--- src/rtl/core/sto_pkg.sv ---
package sto_pkg;

  // Fixed field widths
  localparam int NODE_W  = 6;
  localparam int COUNT_W = 7;
  localparam int EDGE_W  = 2 * NODE_W;

  localparam logic [COUNT_W-1:0] NODES_RESET = 7'd64;

  // Item mode codes
  localparam logic MODE_ADD = 1'b0;
  localparam logic MODE_RUN = 1'b1;

  typedef struct packed {
    logic              mode;
    logic [NODE_W-1:0] source_node;
    logic [NODE_W-1:0] consumer_node;
  } item_t;

  typedef struct packed {
    logic [NODE_W-1:0] node_index;
    logic              from_cycle;
    logic              edges_dropped;
    logic              last;
  } result_t;

  // Node walk kinds
  typedef enum logic [1:0] {
    WALK_CLEAR,
    WALK_SEED,
    WALK_LEFT
  } walk_op_t;

  // Edge scan kinds
  typedef enum logic {
    SCAN_COUNT,
    SCAN_DEC
  } scan_op_t;

  typedef struct packed {
    logic     load_edge;
    logic     run_clear;
    logic     walk_start;
    walk_op_t walk_op;
    logic     scan_start;
    scan_op_t scan_op;
    logic     pop;
    logic     emit_pop;
  } cmd_t;

  typedef struct packed {
    logic n_zero;
    logic walk_busy;
    logic scan_busy;
    logic queue_empty;
  } status_t;

endpackage

--- src/rtl/core/sto_ctrl.sv ---
module sto_ctrl (
  input  logic            clk,
  input  logic            rst,
  input  logic            start,
  input  logic            mode,
  input  sto_pkg::status_t status,
  output logic            busy,
  output sto_pkg::cmd_t   cmd
);

  typedef enum logic [3:0] {
    ST_IDLE,
    ST_CLEAR,
    ST_COUNT,
    ST_SEED,
    ST_POP,
    ST_EMIT,
    ST_SCAN,
    ST_LEFT,
    ST_FINISH
  } state_t;

  state_t state;
  state_t state_next;

  // Command decode and next state
  always_comb begin
    cmd        = '0;
    cmd.walk_op = sto_pkg::WALK_CLEAR;
    cmd.scan_op = sto_pkg::SCAN_COUNT;
    state_next = state;
    case (state)
      ST_IDLE: begin
        if (start) begin
          if (mode == sto_pkg::MODE_ADD) begin
            cmd.load_edge = 1'b1;
          end else if (status.n_zero) begin
            cmd.run_clear = 1'b1;
          end else begin
            cmd.walk_start = 1'b1;
            cmd.walk_op    = sto_pkg::WALK_CLEAR;
            state_next     = ST_CLEAR;
          end
        end
      end
      ST_CLEAR: begin
        if (!status.walk_busy) begin
          cmd.scan_start = 1'b1;
          cmd.scan_op    = sto_pkg::SCAN_COUNT;
          state_next     = ST_COUNT;
        end
      end
      ST_COUNT: begin
        if (!status.scan_busy) begin
          cmd.walk_start = 1'b1;
          cmd.walk_op    = sto_pkg::WALK_SEED;
          state_next     = ST_SEED;
        end
      end
      ST_SEED: begin
        if (!status.walk_busy) begin
          state_next = ST_POP;
        end
      end
      ST_POP: begin
        if (status.queue_empty) begin
          cmd.walk_start = 1'b1;
          cmd.walk_op    = sto_pkg::WALK_LEFT;
          state_next     = ST_LEFT;
        end else begin
          cmd.pop    = 1'b1;
          state_next = ST_EMIT;
        end
      end
      ST_EMIT: begin
        cmd.emit_pop   = 1'b1;
        cmd.scan_start = 1'b1;
        cmd.scan_op    = sto_pkg::SCAN_DEC;
        state_next     = ST_SCAN;
      end
      ST_SCAN: begin
        if (!status.scan_busy) begin
          state_next = ST_POP;
        end
      end
      ST_LEFT: begin
        if (!status.walk_busy) begin
          state_next = ST_FINISH;
        end
      end
      ST_FINISH: begin
        cmd.run_clear = 1'b1;
        state_next    = ST_IDLE;
      end
      default: begin
        state_next = ST_IDLE;
      end
    endcase
  end

  // State register and busy flag
  always_ff @(posedge clk) begin
    if (rst) begin
      state <= ST_IDLE;
      busy  <= 1'b0;
    end else begin
      state <= state_next;
      busy  <= (state_next != ST_IDLE);
    end
  end

`ifndef SYNTHESIS
  // busy tracks the state register
  a_busy_state: assert property (@(posedge clk) disable iff (rst)
    busy == (state != ST_IDLE))
    else $error("busy out of step with state");

  // an emit is always followed by a decrement scan
  a_emit_scan: assert property (@(posedge clk) disable iff (rst)
    state == ST_EMIT |=> state == ST_SCAN)
    else $error("emit not followed by scan");

  // a pop only follows a drained scan or seed pass
  a_pop_entry: assert property (@(posedge clk) disable iff (rst)
    $rose(state == ST_POP) |-> $past(state) == ST_SEED || $past(state) == ST_SCAN)
    else $error("pop entered from wrong phase");
`endif

endmodule

--- src/rtl/core/sto_datapath.sv ---
module sto_datapath #(
  parameter int MAX_NODES = 64,
  parameter int MAX_EDGES = 256
) (
  input  logic                              clk,
  input  logic                              rst,
  input  logic                              cfg_write,
  input  logic [sto_pkg::COUNT_W-1:0]       cfg_data,
  input  sto_pkg::item_t                    item,
  input  sto_pkg::cmd_t                     cmd,
  output sto_pkg::status_t                  status,
  output logic                              strobe,
  output sto_pkg::result_t                  result
);

  localparam int EW = (MAX_EDGES > 1) ? $clog2(MAX_EDGES) : 1;
  localparam int TW = $clog2(MAX_EDGES + 1);
  localparam int NW = $clog2(MAX_NODES);
  localparam int CW = $clog2(MAX_NODES + 1);
  localparam int NDW = sto_pkg::NODE_W;

  // Configuration and clamped node count
  logic [sto_pkg::COUNT_W-1:0] nodes_cfg;
  logic [CW-1:0]               n_eff;

  always_ff @(posedge clk) begin
    if (rst) begin
      nodes_cfg <= sto_pkg::NODES_RESET;
    end else if (cfg_write) begin
      nodes_cfg <= cfg_data;
    end
  end

  assign n_eff = (nodes_cfg > sto_pkg::COUNT_W'(MAX_NODES)) ? CW'(MAX_NODES)
                                                            : CW'(nodes_cfg);

  // Edge store
  logic [sto_pkg::EDGE_W-1:0] edge_mem [MAX_EDGES];
  logic [TW-1:0]              edge_total;
  logic                       overflow;
  logic [sto_pkg::EDGE_W-1:0] edge_rd;

  always_ff @(posedge clk) begin
    if (rst) begin
      edge_total <= '0;
      overflow   <= 1'b0;
    end else if (cmd.run_clear) begin
      edge_total <= '0;
      overflow   <= 1'b0;
    end else if (cmd.load_edge) begin
      if (edge_total < TW'(MAX_EDGES)) begin
        edge_total <= edge_total + TW'(1);
      end else begin
        overflow <= 1'b1;
      end
    end
  end

  always_ff @(posedge clk) begin
    if (cmd.load_edge && edge_total < TW'(MAX_EDGES)) begin
      edge_mem[edge_total[EW-1:0]] <= {item.source_node, item.consumer_node};
    end
  end

  // Edge scan: address stage, edge data stage, in-degree update stage
  logic           scan_active;
  logic [TW-1:0]  scan_idx;
  logic           scan_dec;
  logic           p1_valid;
  logic           p2_valid;
  logic [NW-1:0]  p2_addr;
  logic [NDW-1:0] p1_src;
  logic [NDW-1:0] p1_cons;
  logic           p1_ok;
  logic           p1_hit;
  logic [NDW-1:0] q_rd;

  always_ff @(posedge clk) begin
    if (rst) begin
      scan_active <= 1'b0;
      p1_valid    <= 1'b0;
      p2_valid    <= 1'b0;
    end else begin
      if (cmd.scan_start) begin
        scan_active <= (edge_total != '0);
      end else if (scan_active && (scan_idx + TW'(1) == edge_total)) begin
        scan_active <= 1'b0;
      end
      p1_valid <= scan_active;
      p2_valid <= p1_hit;
    end
  end

  always_ff @(posedge clk) begin
    if (cmd.scan_start) begin
      scan_idx <= '0;
      scan_dec <= (cmd.scan_op == sto_pkg::SCAN_DEC);
    end else if (scan_active) begin
      scan_idx <= scan_idx + TW'(1);
    end
    if (scan_active) begin
      edge_rd <= edge_mem[scan_idx[EW-1:0]];
    end
    p2_addr <= p1_cons[NW-1:0];
  end

  // Edge check against the current node count and for self-loops; a decrement scan also needs the dequeued source
  assign p1_src  = edge_rd[sto_pkg::EDGE_W-1:NDW];
  assign p1_cons = edge_rd[NDW-1:0];
  assign p1_ok   = (sto_pkg::COUNT_W'(p1_src) < sto_pkg::COUNT_W'(n_eff)) &&
                   (sto_pkg::COUNT_W'(p1_cons) < sto_pkg::COUNT_W'(n_eff)) &&
                   (p1_src != p1_cons);
  assign p1_hit  = p1_valid && p1_ok && (!scan_dec || p1_src == q_rd);

  // Node walk over 0 .. n-1
  logic                walk_active;
  logic [CW-1:0]       node_idx;
  sto_pkg::walk_op_t   walk_op;
  logic                rdv;
  logic [NDW-1:0]      rd_node;

  always_ff @(posedge clk) begin
    if (rst) begin
      walk_active <= 1'b0;
      rdv         <= 1'b0;
    end else begin
      if (cmd.walk_start) begin
        walk_active <= 1'b1;
      end else if (walk_active && (node_idx + CW'(1) == n_eff)) begin
        walk_active <= 1'b0;
      end
      rdv <= walk_active && (walk_op != sto_pkg::WALK_CLEAR);
    end
  end

  always_ff @(posedge clk) begin
    if (cmd.walk_start) begin
      node_idx <= '0;
      walk_op  <= cmd.walk_op;
    end else if (walk_active) begin
      node_idx <= node_idx + CW'(1);
    end
    rd_node <= NDW'(node_idx[NW-1:0]);
  end

  // In-degree memory with a bypass of the latest write
  logic [TW-1:0] deg_mem [MAX_NODES];
  logic [TW-1:0] deg_rd;
  logic [NW-1:0] deg_rd_addr;
  logic          deg_we;
  logic [NW-1:0] deg_wr_addr;
  logic [TW-1:0] deg_wr_data;
  logic          byp_valid;
  logic [NW-1:0] byp_addr;
  logic [TW-1:0] byp_data;
  logic [TW-1:0] deg_cur;
  logic          clear_we;
  logic          upd_we;
  logic [TW-1:0] upd_data;
  logic          dec_push;

  assign deg_rd_addr = p1_valid ? p1_cons[NW-1:0] : node_idx[NW-1:0];
  assign deg_cur     = (byp_valid && byp_addr == p2_addr) ? byp_data : deg_rd;
  assign clear_we    = walk_active && (walk_op == sto_pkg::WALK_CLEAR);

  always_comb begin
    if (scan_dec) begin
      upd_we   = p2_valid && (deg_cur != '0);
      upd_data = deg_cur - TW'(1);
    end else begin
      upd_we   = p2_valid;
      upd_data = deg_cur + TW'(1);
    end
  end

  assign dec_push    = scan_dec && upd_we && (upd_data == '0);
  assign deg_we      = clear_we || upd_we;
  assign deg_wr_addr = clear_we ? node_idx[NW-1:0] : p2_addr;
  assign deg_wr_data = clear_we ? '0 : upd_data;

  always_ff @(posedge clk) begin
    deg_rd <= deg_mem[deg_rd_addr];
    if (deg_we) begin
      deg_mem[deg_wr_addr] <= deg_wr_data;
    end
  end

  always_ff @(posedge clk) begin
    if (rst) begin
      byp_valid <= 1'b0;
    end else if (deg_we) begin
      byp_valid <= 1'b1;
    end
  end

  always_ff @(posedge clk) begin
    if (deg_we) begin
      byp_addr <= deg_wr_addr;
      byp_data <= deg_wr_data;
    end
  end

  // Ready queue
  logic [NDW-1:0] q_mem [MAX_NODES];
  logic [CW-1:0]  head;
  logic [CW-1:0]  tail;
  logic           seed_push;
  logic           push;
  logic [NDW-1:0] push_node;

  assign seed_push = rdv && (walk_op == sto_pkg::WALK_SEED) && (deg_rd == '0);
  assign push      = seed_push || dec_push;
  assign push_node = seed_push ? rd_node : NDW'(p2_addr);

  always_ff @(posedge clk) begin
    if (rst) begin
      head <= '0;
      tail <= '0;
    end else if (cmd.walk_start && cmd.walk_op == sto_pkg::WALK_SEED) begin
      head <= '0;
      tail <= '0;
    end else begin
      if (push) begin
        tail <= tail + CW'(1);
      end
      if (cmd.pop) begin
        head <= head + CW'(1);
      end
    end
  end

  always_ff @(posedge clk) begin
    if (push) begin
      q_mem[tail[NW-1:0]] <= push_node;
    end
    if (cmd.pop) begin
      q_rd <= q_mem[head[NW-1:0]];
    end
  end

  // Result register
  logic          left_emit;
  logic          emit_now;
  logic [CW-1:0] emit_cnt;

  assign left_emit = rdv && (walk_op == sto_pkg::WALK_LEFT) && (deg_rd != '0);
  assign emit_now  = cmd.emit_pop || left_emit;

  always_ff @(posedge clk) begin
    if (rst) begin
      strobe   <= 1'b0;
      emit_cnt <= '0;
    end else begin
      strobe <= emit_now;
      if (cmd.walk_start && cmd.walk_op == sto_pkg::WALK_CLEAR) begin
        emit_cnt <= '0;
      end else if (emit_now) begin
        emit_cnt <= emit_cnt + CW'(1);
      end
    end
  end

  always_ff @(posedge clk) begin
    if (emit_now) begin
      result.node_index    <= cmd.emit_pop ? q_rd : rd_node;
      result.from_cycle    <= !cmd.emit_pop;
      result.edges_dropped <= overflow;
      result.last          <= (emit_cnt + CW'(1) == n_eff);
    end
  end

  // Status to the controller
  assign status.n_zero      = (n_eff == '0);
  assign status.walk_busy   = walk_active || rdv;
  assign status.scan_busy   = scan_active || p1_valid || p2_valid;
  assign status.queue_empty = (head == tail);

`ifndef SYNTHESIS
  // a scan only starts once the previous one has drained
  a_scan_idle: assert property (@(posedge clk) disable iff (rst)
    cmd.scan_start |-> !scan_active && !p1_valid && !p2_valid)
    else $error("scan started while busy");

  // a walk only starts once the previous one has drained
  a_walk_idle: assert property (@(posedge clk) disable iff (rst)
    cmd.walk_start |-> !walk_active && !rdv)
    else $error("walk started while busy");

  // queue pointers stay ordered and within depth
  a_queue_bounds: assert property (@(posedge clk) disable iff (rst)
    head <= tail && tail <= CW'(MAX_NODES))
    else $error("ready queue pointers out of range");

  // nothing follows the final beat of an order
  a_last_quiet: assert property (@(posedge clk) disable iff (rst)
    strobe && result.last |=> !strobe)
    else $error("beat after last");
`endif

endmodule

--- src/rtl/core/stable_topological_order.sv ---
// Channel  | Ports                        | Handshake
// ---------+------------------------------+-----------------------------------
// item     | start, busy, item            | beat taken when start && !busy
// result   | strobe, result               | one-cycle beat, no backpressure
// config   | cfg_write, cfg_data          | node count written when cfg_write
//
// An edge item is stored without raising busy. For a run item, busy stays high through
// a clear pass over the nodes, a count pass over the stored edges, a seed pass, one
// edge-store pass per dequeued node, a final pop, a leftovers pass and a finish state;
// the edge store has a single read port and is walked once per dequeued node.
// A run with a node count of zero emits nothing and keeps busy low.
// Reset (rst, synchronous) empties the edge store and sets the node count to 64.
// The receiver cannot stall: each result beat is on the ports for exactly one cycle.
module stable_topological_order #(
  parameter int MAX_NODES = 64,
  parameter int MAX_EDGES = 256
) (
  input  logic                        clk,
  input  logic                        rst,
  input  logic                        start,
  output logic                        busy,
  input  sto_pkg::item_t              item,
  output logic                        strobe,
  output sto_pkg::result_t            result,
  input  logic                        cfg_write,
  input  logic [sto_pkg::COUNT_W-1:0] cfg_data
);

  sto_pkg::cmd_t    cmd;
  sto_pkg::status_t status;
  logic             accept;

  // Items are only seen by the controller when the block is free
  assign accept = start && !busy;

  sto_ctrl u_ctrl (
    .clk    (clk),
    .rst    (rst),
    .start  (accept),
    .mode   (item.mode),
    .status (status),
    .busy   (busy),
    .cmd    (cmd)
  );

  sto_datapath #(
    .MAX_NODES (MAX_NODES),
    .MAX_EDGES (MAX_EDGES)
  ) u_datapath (
    .clk       (clk),
    .rst       (rst),
    .cfg_write (cfg_write),
    .cfg_data  (cfg_data),
    .item      (item),
    .cmd       (cmd),
    .status    (status),
    .strobe    (strobe),
    .result    (result)
  );

endmodule
--- config.mk ---
export PLATFORM = sky130hd
export DESIGN_NAME = stable_topological_order
export DESIGN_NICKNAME = d
export VERILOG_FILES = /design/src/rtl/core/sto_pkg.sv /design/src/rtl/core/sto_ctrl.sv /design/src/rtl/core/sto_datapath.sv /design/src/rtl/core/stable_topological_order.sv
export SDC_FILE = /design/constraint.sdc
export NUM_CORES = 2
export LEC_CHECK = 0
export BUFFER_PORTS_ARGS = -buffer_cell sky130_fd_sc_hd__buf_2
export CAP_MARGIN = 40
export CELL_PAD_IN_SITES_DETAIL_PLACEMENT = 0
export CELL_PAD_IN_SITES_GLOBAL_PLACEMENT = 1
export CORE_MARGIN = 4
export CORE_UTILIZATION = 40
export DETAILED_ROUTE_END_ITERATION = 6
export HOLD_SLACK_MARGIN = 0.12
export PLACE_DENSITY_LB_ADDON = 0.2
export SYNTH_ARGS = -nofsm -noshare
export SYNTH_HDL_FRONTEND = slang
export SYNTH_SLANG_ARGS = --single-unit
export TNS_END_PERCENT = 10
--- constraint.sdc ---
create_clock -name clk -period 16.4 [get_ports clk]
set_clock_uncertainty 0.1 [all_clocks]
set_input_delay 0.82 -clock clk [delete_from_list [all_inputs] [get_ports clk]]
set_output_delay 0.82 -clock clk [all_outputs]
set_load 0.01 [all_outputs]
==> impl_metrics.toml <==
[yosys]
syn_nets = 7169
synth_seq_cells = 4164
yosys.cell_types.count = 67
synth_common_cells = "edfxtp_1 (4,077), mux4_2 (1,272), nor2_1 (422)"
yosysTopAreaCellShare_pct = 75.6
synth_seq_area_share_pct = 76.6
synth.largest_area_cell = "edfxtp_1"
synth_ff_type = "edfxtp_1"
ys_async_sr_fraction_pct = 0
syn_inst = 7118
ys_top_cells_by_area = "edfxtp_1 (76%), mux4_2 (18%), dfxtp_1 (1.1%)"
syn_avg_cell_area_um2 = 22.8
synth-edff-count = 4077
yosysWarnings = 0
synth_most_common_cell = "edfxtp_1"
synth.cell_area_um2 = 162000

[clock_network]
cts_buffer_depth = 4
cts_tree = "yes"
clk_pin_slew_ps = 60
root_buffer = "clkbuf_16"
clk-insertion-delay-late_ps = 970
numClockSinks = 4164
cts_resized = 0
cts_buffers = 432
postCtsSetupBuffers = 0
htree_levels = 5

[setup_path]
reg2reg_depth = 11
critPathArrivalTime_ps = 6550
worstSetupPathType = "flip-flop to flip-flop"
crit_required_ps = 16950
critPathCaptureType = "flip-flop"
path_max_fanout = 100
startpoint_type = "flip-flop"

[pwr]
ir_worst_vdd_mv = 0.232
p_per_area_nw_per_um2 = 149
p_leak_uw = 0.0568

[placed_design]
portBuffers = 34
dp_hpwl_um = 253000
place_congestion = 0.773

[floorplanning]
start_util_pct = 40.2
chipWidth_um = 644
die_h_um = 644
core_area_um2 = 403000
pin_count = 35
die_area_um2 = 415000
num_rows = 233

[cells_and_area]
syn2layout_area_growth_pct = 15.5
drive_gt1_share_pct = 33.0
multi_input_area_um2 = 36600
fillerInstances = 33000
final_nets = 7756
fin_util_pct = 46.4
regArea_um2 = 124000

[grt]
grt_max_degree = 129
grt_pass1_vias = 77900
track_usage_pct = 19.8
overflow = 0
grt_pass1_wl_um = 593000
antenna_found_initial = 19

[hold_path]
hold_class = "primary input to flip-flop"
hold_depth = 1

[sta]
hold_viol = 0
slew_violations = 0
setup_viol = 0
fin_crit_sh_pct = 36.6
worst_pin_slew_ps = 1060
tns_ps = 0
rsz0062_at_grt = "no"
min_period_ps = 6000
relSlewSlack_pct = 29.2
timing.fmax_ghz = 0.167

[route]
dr.pass1.iters = 5
avgRoutedWirePerCell_um = 30.9
avgViaCountPerCell = 5.66
postRouteAntennaNets = 0
drt_wl_total_um = 417000
drt_iter0_markers = 7894
vias = 76200
drc = 0

[outcome]
status = "finished, final reports clean"

[run]
maxCapViolCount = 0
## sequential cells by signal (all words and copies together) (netlist names), 9 cells and up
register               count
u_datapath.byp_data        9
u_datapath.deg_mem       576
u_datapath.deg_rd          9
u_datapath.edge_mem     3072
u_datapath.edge_rd        12
u_datapath.edge_total      9
u_datapath.q_mem         384
u_datapath.result          9
u_datapath.scan_idx        9
## logic make-up (layout without fill, tap and decap cells)
family | Yosys count | in the layout | synth area share [%]
buffers and inverters | 431 | 1370 | 1.11
adders and majority gates | 27 | 27 | 0.213
and+or+nand+nor | 847 | 847 | 2.48
xor gates and xnor gates | 88 | 88 | 0.476
muxes | 1342 | 1342 | 18.1
other | 0 | 5 | 0
DFF | 4164 | 4164 | 76.6
AOI/OAI and AO/OA | 219 | 219 | 0.974
## worst max-delay path: stages (launching register included)
cell and delay [ps]:
dfxtp_4 580, buf_12 620, buf_4 700, buf_4 740, mux4_2 670, mux4_2 480, nor2b_1 140, a211oi_1 280
buf_4 220, a211oi_1 60, a21oi_1 620, a21oi_1 170
## where the power goes
group	switching [µW]	leakage [µW]	internal (µW)
clock	4080	0.00676	5550
sequential	134	0.0374	12400
combinational	3250	0.0127	2410
total	7470	0.0568	20300
## worst paths after layout
kind | startpoint | endpoint | slack, ps
max | u_datapath.scan_idx[0]$_SDFFE_PP0P_ | u_datapath.edge_rd[8]$_DFFE_PP_ | 10400
min | item[6] | u_datapath.edge_mem[202][6]$_DFFE_PP_ | 200
max reg2reg | u_datapath.scan_idx[0]$_SDFFE_PP0P_ | u_datapath.edge_rd[8]$_DFFE_PP_ | 10400
min reg2reg | u_datapath.tail[6]$_SDFFE_PP0P_ | u_datapath.tail[6]$_SDFFE_PP0P_ | 390
## metrics by stage
stage | instances | setup WS [ps] | cell area [µm²] | hold slack [ps] | power [µW]
3_3_place_gp | 12400 | 10000 | 170000 | 371 | 18400
3_5_place_dp | 12700 | 10200 | 173000 | 381 | 18500
5_1_grt | 13500 | 9980 | 187000 | 172 | 28900
6_report | 13500 | 10400 | 187000 | 200 | 27800
2_1_floorplan | 7118 | 11190 | 162000 | 229 | 16400
4_1_cts | 13500 | 10150 | 187000 | 130 | 28200
## layer usage
layer	routed length, µm	part of all wire, %	vias to the layer above	track usage [%]
li1	-	-	31400	-
met1	178000	43	41900	28.2
met2	204000	49	2494	32.2
met3	24400	5.9	514	2.87
met4	10500	2.5	2	4.98
met5	7	0.0017	-	0
## layout by cell type, fill, tap and decap left out, drive strengths merged, types with 6 or more instances in the layout
| cell | n |
|---|---|
| a211oi | 69 |
| a21o | 8 |
| a21oi | 51 |
| a311oi | 21 |
| a31oi | 23 |
| and2 | 46 |
| and3 | 13 |
| buf | 538 |
| bufinv | 43 |
| clkbuf | 524 |
| clkinv | 192 |
| clkinvlp | 21 |
| dfxtp | 87 |
| dlygate4sd3 | 15 |
| edfxtp | 4077 |
| ha | 26 |
| inv | 32 |
| mux2 | 22 |
| mux2i | 48 |
| mux4 | 1272 |
| nand2 | 159 |
| nand2b | 13 |
| nand3 | 32 |
| nand4 | 12 |
| nor2 | 423 |
| nor2b | 27 |
| nor3 | 22 |
| nor4 | 65 |
| o21ai | 15 |
| o31ai | 6 |
| or3 | 11 |
| xnor2 | 48 |
| xor2 | 40 |
## what timing repair did
| action | CTS | global route |
|---|---|---|
| hold buffers | 15 | 0 |
| setup endpoints to repair | 0 | 0 |
| endpoints found under the hold margin | 8 | 0 |
## final cells by class
class | instances | share of cell area (%)
Sequential cell | 4164 | 66.4
Multi-Input combinational cell | 2523 | 19.6
Clock buffer | 518 | 5.99
Tap cell | 5405 | 3.61
Timing Repair Buffer | 564 | 2.98
Clock inverter | 268 | 1.43
Inverter | 20 | 0.0401
Antenna cell | 5 | 0.00669
Note: power is estimated with default switching activity, not from simulation.
